===== src/rtl/utt_pkg.sv =====
package utt_pkg;

   // code point width after pair assembly (up to 0x10FFFF)
   localparam int CP_W = 21;

   // decoupling queue between front and back
   localparam int QUEUE_DEPTH = 4;
   localparam int QPTR_W      = $clog2(QUEUE_DEPTH);
   localparam int QCNT_W      = $clog2(QUEUE_DEPTH + 1);

   // encoded length codes: number of bytes minus one
   localparam logic [1:0] LEN_ONE   = 2'd0;
   localparam logic [1:0] LEN_TWO   = 2'd1;
   localparam logic [1:0] LEN_THREE = 2'd2;
   localparam logic [1:0] LEN_FOUR  = 2'd3;

   // unit classification limits
   localparam logic [15:0] ONE_BYTE_LIMIT = 16'h0080;
   localparam logic [15:0] TWO_BYTE_LIMIT = 16'h0800;
   localparam logic [4:0]  SURR_PREFIX    = 5'b11011;
   localparam logic [CP_W-1:0] SUPP_BASE  = 21'h10000;

   // source mode values
   localparam logic MODE_LATIN1 = 1'b0;
   localparam logic MODE_UTF16  = 1'b1;

   // one classified request waiting for the byte emitter
   typedef struct packed {
      logic [CP_W-1:0] cp;
      logic [1:0]      len;
      logic            err;
   } entry_type;

   // byte number idx of the utf-8 form of an entry
   function automatic logic [7:0] encode_byte(input entry_type e, input logic [1:0] idx);
      logic [7:0] b;
      b = 8'h00;
      case (e.len)
         LEN_ONE: begin
            b = e.cp[7:0];
         end
         LEN_TWO: begin
            case (idx)
               2'd0:    b = {3'b110, e.cp[10:6]};
               default: b = {2'b10, e.cp[5:0]};
            endcase
         end
         LEN_THREE: begin
            case (idx)
               2'd0:    b = {4'b1110, e.cp[15:12]};
               2'd1:    b = {2'b10, e.cp[11:6]};
               default: b = {2'b10, e.cp[5:0]};
            endcase
         end
         default: begin
            case (idx)
               2'd0:    b = {5'b11110, e.cp[20:18]};
               2'd1:    b = {2'b10, e.cp[17:12]};
               2'd2:    b = {2'b10, e.cp[11:6]};
               default: b = {2'b10, e.cp[5:0]};
            endcase
         end
      endcase
      return b;
   endfunction

endpackage


===== src/rtl/utt_front.sv =====
module utt_front (
   input  logic               clock,
   input  logic               reset,
   input  logic               csr_write_enable,
   input  logic               csr_source_mode,
   input  logic               accept,
   input  logic [15:0]        unit,
   input  logic               final_req,
   output logic               q_push,
   output utt_pkg::entry_type q_entry
);
   import utt_pkg::*;

   logic       source_mode_ff, source_mode_in;
   logic       pair_pending_ff, pair_pending_in;
   logic [9:0] high_bits_ff, high_bits_in;
   logic       is_surr;
   logic       push_c;
   entry_type  entry_c;

   assign is_surr = (unit[15:11] == SURR_PREFIX);

   // classify the request and update the pair state
   always_comb begin
      source_mode_in  = csr_write_enable ? csr_source_mode : source_mode_ff;
      pair_pending_in = pair_pending_ff;
      high_bits_in    = high_bits_ff;
      push_c          = 1'b0;
      entry_c.cp      = {{(CP_W-16){1'b0}}, unit};
      entry_c.err     = 1'b0;
      if (unit < ONE_BYTE_LIMIT) begin
         entry_c.len = LEN_ONE;
      end else if (unit < TWO_BYTE_LIMIT) begin
         entry_c.len = LEN_TWO;
      end else begin
         entry_c.len = LEN_THREE;
      end
      if (accept) begin
         if (source_mode_ff == MODE_LATIN1) begin
            // latin-1 byte, any held half is dropped
            pair_pending_in = 1'b0;
            high_bits_in    = 10'd0;
            push_c          = 1'b1;
            entry_c.cp      = {{(CP_W-8){1'b0}}, unit[7:0]};
            entry_c.len     = unit[7] ? LEN_TWO : LEN_ONE;
         end else if (pair_pending_ff) begin
            // second half completes a supplementary code point
            pair_pending_in = 1'b0;
            high_bits_in    = 10'd0;
            push_c          = 1'b1;
            entry_c.cp      = SUPP_BASE + {1'b0, high_bits_ff, unit[9:0]};
            entry_c.len     = LEN_FOUR;
         end else if (is_surr) begin
            if (final_req) begin
               // text ends on an unpaired half
               push_c      = 1'b1;
               entry_c.cp  = '0;
               entry_c.len = LEN_ONE;
               entry_c.err = 1'b1;
            end else begin
               pair_pending_in = 1'b1;
               high_bits_in    = unit[9:0];
            end
         end else begin
            push_c = 1'b1;
         end
      end
   end

   // state registers
   always_ff @(posedge clock) begin
      if (reset) begin
         source_mode_ff  <= MODE_UTF16;
         pair_pending_ff <= 1'b0;
         high_bits_ff    <= 10'd0;
      end else begin
         source_mode_ff  <= source_mode_in;
         pair_pending_ff <= pair_pending_in;
         high_bits_ff    <= high_bits_in;
      end
   end

   assign q_push  = push_c;
   assign q_entry = entry_c;

endmodule


===== src/rtl/utt_queue.sv =====
module utt_queue (
   input  logic               clock,
   input  logic               reset,
   input  logic               push,
   input  utt_pkg::entry_type push_entry,
   input  logic               pop,
   output utt_pkg::entry_type head,
   output logic               empty,
   output logic               full
);
   import utt_pkg::*;

   entry_type          entries_ff [QUEUE_DEPTH];
   logic [QPTR_W-1:0]  wr_ptr_ff, wr_ptr_in;
   logic [QPTR_W-1:0]  rd_ptr_ff, rd_ptr_in;
   logic [QCNT_W-1:0]  count_ff, count_in;
   logic               do_push, do_pop;

   assign empty   = (count_ff == '0);
   assign full    = (count_ff == QCNT_W'(QUEUE_DEPTH));
   assign do_push = push && !full;
   assign do_pop  = pop && !empty;
   assign head    = entries_ff[rd_ptr_ff];

   // pointer and count update
   always_comb begin
      wr_ptr_in = do_push ? wr_ptr_ff + 1'b1 : wr_ptr_ff;
      rd_ptr_in = do_pop ? rd_ptr_ff + 1'b1 : rd_ptr_ff;
      count_in  = count_ff;
      if (do_push && !do_pop) begin
         count_in = count_ff + 1'b1;
      end else if (do_pop && !do_push) begin
         count_in = count_ff - 1'b1;
      end
   end

   always_ff @(posedge clock) begin
      if (reset) begin
         wr_ptr_ff <= '0;
         rd_ptr_ff <= '0;
         count_ff  <= '0;
      end else begin
         wr_ptr_ff <= wr_ptr_in;
         rd_ptr_ff <= rd_ptr_in;
         count_ff  <= count_in;
      end
   end

   // entry storage
   always_ff @(posedge clock) begin
      if (do_push) begin
         entries_ff[wr_ptr_ff] <= push_entry;
      end
   end

endmodule


===== src/rtl/utt_back.sv =====
module utt_back (
   input  logic               clock,
   input  logic               reset,
   input  utt_pkg::entry_type head,
   input  logic               q_empty,
   output logic               q_pop,
   output logic [7:0]         out_byte,
   output logic               last_of_run,
   output logic               error,
   output logic               out_empty,
   input  logic               out_pop
);
   import utt_pkg::*;

   logic [1:0] idx_ff, idx_in;
   logic       valid_ff, valid_in;
   logic [7:0] byte_ff, byte_in;
   logic       last_ff, last_in;
   logic       err_ff, err_in;
   logic       load;
   logic       at_end;

   // output slot frees when empty or taken this cycle
   assign load   = (!valid_ff || out_pop) && !q_empty;
   assign at_end = (idx_ff == head.len);

   // emit one byte of the head entry per cycle while the output slot is free
   always_comb begin
      idx_in   = idx_ff;
      valid_in = valid_ff;
      byte_in  = byte_ff;
      last_in  = last_ff;
      err_in   = err_ff;
      if (load) begin
         valid_in = 1'b1;
         byte_in  = encode_byte(head, idx_ff);
         last_in  = at_end;
         err_in   = head.err;
         idx_in   = at_end ? 2'd0 : idx_ff + 1'b1;
      end else if (out_pop) begin
         valid_in = 1'b0;
      end
   end

   always_ff @(posedge clock) begin
      if (reset) begin
         idx_ff   <= 2'd0;
         valid_ff <= 1'b0;
      end else begin
         idx_ff   <= idx_in;
         valid_ff <= valid_in;
      end
   end

   // output payload
   always_ff @(posedge clock) begin
      byte_ff <= byte_in;
      last_ff <= last_in;
      err_ff  <= err_in;
   end

   assign q_pop       = load && at_end;
   assign out_byte    = byte_ff;
   assign last_of_run = last_ff;
   assign error       = err_ff;
   assign out_empty   = !valid_ff;

endmodule


===== src/rtl/utf16_to_utf8_transcoder_unit.sv =====
// UTF-16 to UTF-8 transcoder.
// Request side is a queue write port: a request (req_unit, req_final_req) is
// taken at a clock edge with req_push high and req_full low.
// Result side is a queue read port: while rsp_empty is low the oldest byte
// (rsp_out_byte, rsp_last_of_run, rsp_error) is shown; rsp_pop takes it.
// csr_write_enable loads csr_source_mode (1 = UTF-16, 0 = Latin-1 bytes);
// write it only while the block is idle.
// The first byte of a request passes through the queue and then the output
// register before it is shown. The byte emitter sends one byte per cycle
// while the receiver takes them, so a request yields one to four bytes (one
// to three for a basic-plane unit, four for a completed pair, none for a held
// first half). The front takes a request every cycle while the four-entry
// queue between front and emitter has room; req_full follows that queue.
// Reset (synchronous, active high) empties the queue and output register,
// clears any held surrogate half and sets UTF-16 mode.
// When the receiver holds rsp_pop low, the output byte stays put, the queue
// fills and req_full then rises.
module utf16_to_utf8_transcoder_unit (
   input  logic        clock,
   input  logic        reset,
   input  logic        req_push,
   output logic        req_full,
   input  logic [15:0] req_unit,
   input  logic        req_final_req,
   output logic        rsp_empty,
   input  logic        rsp_pop,
   output logic [7:0]  rsp_out_byte,
   output logic        rsp_last_of_run,
   output logic        rsp_error,
   input  logic        csr_write_enable,
   input  logic        csr_source_mode
);
   import utt_pkg::*;

   logic      accept;
   logic      q_push;
   entry_type q_entry;
   entry_type q_head;
   logic      q_empty;
   logic      q_full;
   logic      q_pop;

   assign accept   = req_push && !q_full;
   assign req_full = q_full;

   // classifier and pair state
   utt_front u_front (
      .clock            (clock),
      .reset            (reset),
      .csr_write_enable (csr_write_enable),
      .csr_source_mode  (csr_source_mode),
      .accept           (accept),
      .unit             (req_unit),
      .final_req        (req_final_req),
      .q_push           (q_push),
      .q_entry          (q_entry)
   );

   // decoupling queue
   utt_queue u_queue (
      .clock      (clock),
      .reset      (reset),
      .push       (q_push),
      .push_entry (q_entry),
      .pop        (q_pop),
      .head       (q_head),
      .empty      (q_empty),
      .full       (q_full)
   );

   // byte emitter
   utt_back u_back (
      .clock       (clock),
      .reset       (reset),
      .head        (q_head),
      .q_empty     (q_empty),
      .q_pop       (q_pop),
      .out_byte    (rsp_out_byte),
      .last_of_run (rsp_last_of_run),
      .error       (rsp_error),
      .out_empty   (rsp_empty),
      .out_pop     (rsp_pop)
   );

endmodule


===== config.mk =====
export PLATFORM = sky130hd
export DESIGN_NAME = utf16_to_utf8_transcoder_unit
export DESIGN_NICKNAME = d
export VERILOG_FILES = /design/src/rtl/utt_pkg.sv /design/src/rtl/utt_front.sv /design/src/rtl/utt_queue.sv /design/src/rtl/utt_back.sv /design/src/rtl/utf16_to_utf8_transcoder_unit.sv
export SDC_FILE = /design/constraint.sdc
export NUM_CORES = 1
export LEC_CHECK = 0
export ABC_CLOCK_PERIOD_IN_PS = 3700
export BUFFER_PORTS_ARGS = -buffer_cell sky130_fd_sc_hd__buf_4
export CAP_MARGIN = 20
export CORE_ASPECT_RATIO = 0.5
export CORE_MARGIN = 2
export CORE_UTILIZATION = 60
export DETAILED_ROUTE_END_ITERATION = 10
export GPL_TIMING_DRIVEN = 1
export PLACE_DENSITY_LB_ADDON = 0.15
export REMOVE_ABC_BUFFERS = 1
export SKIP_CTS_REPAIR_TIMING = 1
export SYNTH_ARGS = -nofsm -noshare
export SYNTH_HDL_FRONTEND = slang
export SYNTH_SLANG_ARGS = --single-unit

===== constraint.sdc =====
create_clock -name clock -period 3.7 [get_ports clock]
set_clock_uncertainty 0.2 [all_clocks]
set_input_delay 0.555 -clock clock [delete_from_list [all_inputs] [get_ports clock]]
set_output_delay 0.555 -clock clock [all_outputs]
set_load 0.1 [all_outputs]

==> reports/qor.yml, run 1 <==
place_area_mm2: 0.00604
fin_setup_tns_ps: 0
port_buffers: 34
syn_to_final_growth_pct: 16.2
clkTransAtPathRegs_ps: 50
design.final.nets: 464
fp.dieW_um: 141
layout-drive-gt1-share_pct: 22.6
synth_seq_area_share_pct: 64.7
number_of_nets_with_antenna_violations_after_detailed_routing: 0
p_clk_share_pct: 28.2
first_pass_grt_wire_length_um: 19100
final_design_area_no_fill_mm2: 0.00658
layout_worst_path_cycle_share_pct: 78.8
status: "finished clean"
wire_per_inst_um: 22.1
vdd_drop_max_v: 0.000530
htree_num_levels: 4
grt_setup_unrepaired: "no"
post-place-ws_ps: 712
synth_most_common_cell: "sky130_fd_sc_hd__edfxtp_1"
worst-path-max-fanout: 4
largest_area_contributor_in_the_synthesized_netlist: "sky130_fd_sc_hd__edfxtp_1"
critPathArrivalTime_ps: 3060
yosys.area.top_type_share_pct: 56.2
cellPowerDensity_mw_per_mm2: 815
max_freq_mhz: 343
cell_count_of_the_worst_reg_to_reg_path: 9
globalRouteTotalUtil_pct: 25.8
hold_wc_startpoint: "csr_write_enable"
synth_cell_type_count: 47
first_iter_violations: 414
cts-root-buf: "sky130_fd_sc_hd__clkbuf_16"
ys_warn_count: 0
synth_area_leaders: "sky130_fd_sc_hd__edfxtp_1 (56%), sky130_fd_sc_hd__mux4_2 (9.5%), sky130_fd_sc_hd__dfxtp_1 (8.5%)"
postSynthRegisterBits: 130
reg2reg_slack_ps: 790
post_synth_instance_area_mm2: 0.00566
hold_path_end: "u_front.source_mode_ff"
internal_power_w: 0.00343
finalHoldViolations: 0
comb_power_share_pct: 34.4
max_cap_viol_count: 0
netsw_w: 0.00193
maxSlewViolCount: 0
antenna-diode-count: 0
first_global_vias: 3504
edff_count_synth: 106
cellLeakagePower_nw: 2.34
syn_inst: 381
ys_dominant_reg_cell: "sky130_fd_sc_hd__edfxtp_1"
critPathCaptureType: "flop"
classification_of_the_worst_setup_path: "reg2reg"
avgSynthCellArea_um2: 14.9
drt-pass1-iter-count: 6
row_count: 24
setup_slack_ps: 785
share_seq_of_total_power_pct: 37.4
antenna_violations_before_repair: 0
detailedPlacementHpwl_um: 8220
power_switching_share_pct: 36.0
cts_sinks: 130
cell_types_with_the_highest_counts_after_synthesis: "sky130_fd_sc_hd__edfxtp_1 (106), sky130_fd_sc_hd__dfxtp_1 (24), sky130_fd_sc_hd__mux4_2 (24)"
grt_max_degree: 25
setup-violations-final: 0
area_of_the_die_mm2: 0.0103
num-fill-cells: 566
cts-buffers-inserted: 17
remaining_drc_errors: 0
hp-class: "in2reg"
floorplan.initialDensity_pct: 63.5
clock_tree_from_tritoncts: "yes"
timing_worst_slew_pin_value_ps: 848
whs_ps: 144
rr_endpoint: "u_queue.count_ff[2]"
cp-start-kind: "flop"
pin_count: 35
cp.required_ps: 3840
die_y_um: 72.7
cts-root-to-sink-buffers: 2
detailroute.via_count: 3509
area_of_the_core_region_mm2: 0.00892
vias_per_cell: 6.32
finish.utilization_pct: 73.7
timing.max_slew.rel_slack_pct: 43.3
gp_routability_congestion: 0.885
routed_wirelength_um: 12300
holdPathStages: 2
grt.overflow.total: 0
async_flop_share_pct: 0
finalWorstPathRequiredPeriod_ps: 2910
worst_skew_pair.late_latency_ps: 420
critical path, stage by stage, from the launching register on:
cell and delay, ps:
sky130_fd_sc_hd__dfxtp_1 420, sky130_fd_sc_hd__mux4_2 600, sky130_fd_sc_hd__xnor2_2 190, sky130_fd_sc_hd__nand3_1 170, sky130_fd_sc_hd__ha_1 210, sky130_fd_sc_hd__inv_1 60
sky130_fd_sc_hd__fa_1 370, sky130_fd_sc_hd__xor2_1 160, sky130_fd_sc_hd__or3_1 310, sky130_fd_sc_hd__a21oi_1 140
registers in the layout, indices dropped and copies added (netlist names), 2 cells and up, named ones only:
name and flops:
u_queue.count_ff 3, u_queue.rd_ptr_ff 2, u_back.out_byte 8, u_back.idx_ff 2, u_queue.entries_ff 96, u_front.high_bits_ff 10, u_queue.wr_ptr_ff 2
power by group through the flow:
stage	Combinational, W	Clock [W]	Sequential, W
5_1_grt	0.00197	0.00158	0.00202
4_1_cts	0.00184	0.00151	0.00200
6_report	0.00184	0.00151	0.00200
2_1_floorplan	0.000914	0	0.00246
3_5_place_dp	0.00182	0	0.00203
3_3_place_gp	0.00179	0	0.00201
worst max path at each step:
| stage | slack (ps) | to | depth (start not counted) | from |
|---|---|---|---|---|
| global route | 590 | u_queue.count_ff[2] | 9 | flop |
| CTS | 760 | u_queue.count_ff[2] | 9 | flop |
| finish | 790 | u_queue.count_ff[2] | 9 | flop |
| floorplan | 140 | u_queue.count_ff[2] | 9 | flop |
| global placement | 870 | u_queue.count_ff[2] | 11 | rsp_pop |
| detailed placement | 710 | u_queue.count_ff[2] | 9 | req_push |
metrics by stage:
stage               power, W  instances
floorplan            0.00337        364
detailed placement   0.00385        523
finish               0.00536        555
global route         0.00557        555
global placement     0.00380        523
CTS                  0.00535        555
cells by family after synthesis:
kind of cell | after synthesis | synth area share [%]
buf+inv | 32 | 2.54
compound gates | 69 | 8.09
flops | 130 | 64.7
mux | 26 | 9.90
xor+xnor | 9 | 1.66
fa+ha+maj | 16 | 3.67
simple gates | 99 | 9.44
area by class of cell:
class	instances	area (um2)	share of cell area, %
clock buffer	26	509	7.74
multi-input combinational	219	1850	28.2
sequential	130	3660	55.7
tap	117	146	2.23
clock inverter	6	31.3	0.476
inverter	15	56.3	0.856
timing repair buffer	42	315	4.79
metal layers:
metal	up-vias	GRT usage, %	wire, um
met5	-	0	0
met4	0	7.89	171
met2	177	39.1	5530
met3	20	7.41	1090
met1	1769	37.2	5460
li1	1543	-	-
placed cells by master, fill, tap and decap left out, types with 3 or more instances in the layout:
cell	count
sky130_fd_sc_hd__a31oi_1	4
sky130_fd_sc_hd__o31a_1	4
sky130_fd_sc_hd__xor2_1	5
sky130_fd_sc_hd__clkbuf_8	5
sky130_fd_sc_hd__mux4_2	24
sky130_fd_sc_hd__dfxtp_1	24
sky130_fd_sc_hd__nor2_1	18
sky130_fd_sc_hd__nand3_1	16
sky130_fd_sc_hd__a21oi_1	19
sky130_fd_sc_hd__inv_1	15
sky130_fd_sc_hd__a22o_1	9
sky130_fd_sc_hd__o21ai_0	11
sky130_fd_sc_hd__edfxtp_1	106
sky130_fd_sc_hd__nor3_1	4
sky130_fd_sc_hd__buf_4	42
sky130_fd_sc_hd__ha_1	15
sky130_fd_sc_hd__nor2b_1	12
sky130_fd_sc_hd__a211oi_1	3
sky130_fd_sc_hd__a22oi_1	7
sky130_fd_sc_hd__and2_1	7
sky130_fd_sc_hd__clkinv_2	4
sky130_fd_sc_hd__and3_1	3
sky130_fd_sc_hd__nand2_1	18
sky130_fd_sc_hd__nand2b_1	11
sky130_fd_sc_hd__clkbuf_16	17
sky130_fd_sc_hd__clkbuf_1	4
No activity file was read; power rests on OpenSTA's default activity.
==> run 2, diff against run 1 <==
--- a/config.mk
+++ b/config.mk
@@ -5,7 +5,8 @@
 export SDC_FILE = /design/constraint.sdc
 export NUM_CORES = 1
 export LEC_CHECK = 0
-export ABC_CLOCK_PERIOD_IN_PS = 3700
+export ABC_AREA = 1
+export ABC_CLOCK_PERIOD_IN_PS = 2800
 export BUFFER_PORTS_ARGS = -buffer_cell sky130_fd_sc_hd__buf_4
 export CAP_MARGIN = 20
 export CORE_ASPECT_RATIO = 0.5
==> constraint.sdc (replaced) <==
create_clock -name clock -period 2.8 [get_ports clock]
set_clock_uncertainty 0.2 [all_clocks]
set_input_delay 0.42 -clock clock [delete_from_list [all_inputs] [get_ports clock]]
set_output_delay 0.42 -clock clock [all_outputs]
set_load 0.1 [all_outputs]
==> run 2 against run 1 <==
Against the previous run: the run now ends with hold timing left; first-iteration DRC count grew 21%; sequential share of layout area shrank 3.3 points; final cell count increased by 46%; wire length is 14% higher; worst hold slack worse by 150 ps; via count is 28% higher; critical path type unchanged.
==> reports/qor.yml, run 2 <==
pin_count: 35  # unchanged
cts-root-buf: "sky130_fd_sc_hd__clkbuf_16"
row_count: 25  # +4.2%
comb_power_share_pct: 37.5  # +3.1 points
cts-buffers-inserted: 17  # unchanged
synth_cell_type_count: 36  # -23%
first_pass_grt_wire_length_um: 22200  # +17%
edff_count_synth: 106  # unchanged
area_of_the_core_region_mm2: 0.00963  # +8.0%
grt_setup_unrepaired: "no"
netsw_w: 0.00300  # +56%
fin_total_pwr_w: 0.00754  # +41%
wire_per_inst_um: 17.4  # -21%
synth_area_leaders: "sky130_fd_sc_hd__edfxtp_1 (52%), sky130_fd_sc_hd__nand2_1 (8.8%), sky130_fd_sc_hd__dfxtp_1 (7.9%)"
internal_power_w: 0.00453  # +32%
max_freq_mhz: 413  # +20%
crit_path_cell_chain: "inv_2, nand2_1, nand3_1, nand2_2, nand2_1, nand2_2, nand3_2, ha_1, inv_1, fa_1, a21oi_1, o21ai_0, o21ai_0, a21oi_1"
cp.required_ps: 2910  # -930 ps
reg2reg_slack_ps: 380  # -400 ps
timing.max_slew.rel_slack_pct: 63.3  # +20 points
cts_sinks: 130  # unchanged
hold_path_end: "u_front.source_mode_ff"
first_iter_violations: 502  # +21%
critPathArrivalTime_ps: 2530  # -530 ps
max_cap_viol_count: 0  # unchanged
async_flop_share_pct: 0  # unchanged
finalHoldViolations: 1  # +1
ys_warn_count: 0  # unchanged
remaining_drc_errors: 0  # unchanged
hold_wc_startpoint: "csr_write_enable"
crit_buf_inv: 2  # +1
globalRouteTotalUtil_pct: 27.7  # +1.9 points
critPathCaptureType: "flop"
finish.utilization_pct: 72.6  # -1.2 points
antenna_violations_before_repair: 1  # +1
cell_types_with_the_highest_counts_after_synthesis: "sky130_fd_sc_hd__nand2_1 (143), sky130_fd_sc_hd__edfxtp_1 (106), sky130_fd_sc_hd__inv_1 (61), sky130_fd_sc_hd__nand3_1 (61), sky130_fd_sc_hd__nor2_1 (55)"
critical-path-slowest-cell: "sky130_fd_sc_hd__fa_1"
worst_skew_pair.late_latency_ps: 420  # about the same
failed_checks: "hold timing"
fin_setup_tns_ps: 0  # unchanged
postSynthRegisterBits: 130  # unchanged
design.final.nets: 699  # +51%
power_switching_share_pct: 39.8  # +3.8 points
ys_dominant_reg_cell: "sky130_fd_sc_hd__edfxtp_1"
antenna-diode-count: 0  # unchanged
first_global_vias: 4186  # +19%
setup-violations-final: 0  # unchanged
area_of_the_die_mm2: 0.0110  # +7.1%
rr_endpoint: "u_queue.count_ff[2]"
htree_num_levels: 4  # unchanged
hp-class: "in2reg"
layout-drive-gt1-share_pct: 15.9  # -6.7 points
synth_seq_area_share_pct: 60.2  # -4.5 points
holdPathStages: 2  # unchanged
layout.cells.most_common_list: "sky130_fd_sc_hd__nand2_1 (143), sky130_fd_sc_hd__edfxtp_1 (106), sky130_fd_sc_hd__inv_1 (61), sky130_fd_sc_hd__nand3_1 (61), sky130_fd_sc_hd__nor2_1 (51)"
cell_count_of_the_worst_reg_to_reg_path: 14  # +5
mostFrequentLayoutCell: "sky130_fd_sc_hd__nand2_1"
floorplan.initialDensity_pct: 63.2  # -0.33 points
timing_worst_slew_pin_value_ps: 545  # -303 ps
clock_tree_from_tritoncts: "yes"
die_y_um: 75.2  # +3.5%
routed_wirelength_um: 14000  # +14%
setup_slack_ps: 380  # -405 ps
cp_slowest_stage_delay_ps: 380  # -220 ps
fp.dieW_um: 146  # +3.6%
syn_inst: 617  # +62%
crit_family: "simple AND/OR/NAND/NOR gates"
cellPowerDensity_mw_per_mm2: 1080  # +32%
status: "finished, violations left"
avgSynthCellArea_um2: 9.86  # -34%
max_ffs_per_register: 96  # unchanged
detailroute.via_count: 4480  # +28%
maxSlewViolCount: 0  # unchanged
detailedPlacementHpwl_um: 9200  # +12%
largest_area_contributor_in_the_synthesized_netlist: "sky130_fd_sc_hd__edfxtp_1"
largest_register_by_flop_count: "u_queue.entries_ff"
synth_most_common_cell: "sky130_fd_sc_hd__nand2_1"
classification_of_the_worst_setup_path: "reg2reg"
post_synth_instance_area_mm2: 0.00608  # +7.5%
port_buffers: 34  # unchanged
post-place-ws_ps: 290  # -421 ps
cts-root-to-sink-buffers: 2  # unchanged
p_clk_share_pct: 27.6  # -0.6 points
worst-path-max-fanout: 6  # +2
finalWorstPathRequiredPeriod_ps: 2420  # -495 ps
share_seq_of_total_power_pct: 34.9  # -2.5 points
whs_ps: -5.37  # -150 ps
syn_to_final_growth_pct: 14.9
clkTransAtPathRegs_ps: 60  # about the same
vias_per_cell: 5.54  # -12%
drt-pass1-iter-count: 6  # unchanged
grt_max_degree: 43  # +72%
yosys.area.top_type_share_pct: 52.3  # -3.9 points
layout_worst_path_cycle_share_pct: 86.4  # +7.6 points
cellLeakagePower_nw: 2.87  # +23%
gp_routability_congestion: 0.900  # +1.8%
grt.overflow.total: 0  # unchanged
number_of_nets_with_antenna_violations_after_detailed_routing: 0  # unchanged
cp-start-kind: "flop"
vdd_drop_max_v: 0.000723  # +36%
run 2: cell types whose count changed in the layout (fill, tap and decap cells not counted), sizes merged, moves of 11 or more:
cell	delta
nand3	+52
mux4	-24
nand2	+132
nand2b	-11
inv	+53
o21ai	+45
nor2b	-12
nor2	+40
run 2: power groups by stage:
stage / registers (W) / clock network (W) / logic [W]
after floorplan: 0.00324 / 0 / 0.00142
after global placement: 0.00265 / 0 / 0.00273
after detailed placement: 0.00266 / 0 / 0.00279
after CTS: 0.00263 / 0.00209 / 0.00281
after global routing: 0.00266 / 0.00218 / 0.00308
final: 0.00263 / 0.00208 / 0.00282
run 2: area by class of cell:
cell class	count	area (um2)
Clock buffer	22	475
Clock inverter	10	81.3
Fill cell	717	2640
Inverter	66	250
Multi-Input combinational cell	396	1980
Sequential cell	130	3660
Tap cell	135	169
Timing Repair Buffer	49	368
run 2: how the worst max path moves through the flow:
stage	end	from	slack, ps	cells after the start
floorplan	u_queue.count_ff[2]	flop	-570	13
global placement	u_queue.count_ff[1]	req_unit[13]	360	14
detailed placement	u_queue.count_ff[1]	req_unit[13]	290	14
CTS	u_queue.count_ff[2]	flop	390	14
global route	u_queue.count_ff[1]	flop	170	12
finish	u_queue.count_ff[2]	flop	380	14
run 2: per-layer routing:
metal | share of wire, % | wire, um | global-route usage (%)
met3 | 9.1 | 1280 | 6.79
met5 | 0 | 0 | 0
met2 | 44 | 6220 | 43.9
met4 | 0.98 | 138 | 7.87
met1 | 45 | 6380 | 39.2
run 2: cell families (layout without fill, tap and decap cells):
| logic type | count (synthesis) | in the layout | synth area share [%] |
|---|---|---|---|
| AO/OA/AOI/OAI | 92 | 92 | 8.10 |
| buffers and inverters | 91 | 147 | 7.36 |
| AND/OR/NAND/NOR | 285 | 285 | 20.5 |
| XOR/XNOR | 3 | 3 | 0.432 |
| flip-flops | 130 | 130 | 60.2 |
| adder cells (fa/ha/maj) | 16 | 16 | 3.41 |
run 2: per-stage QoR:
stage | cells | cell area (um2)
after global placement | 776 | 6430
after global routing | 808 | 6990
after detailed placement | 776 | 6430
final | 808 | 6990
after CTS | 808 | 6990
after floorplan | 592 | 5890
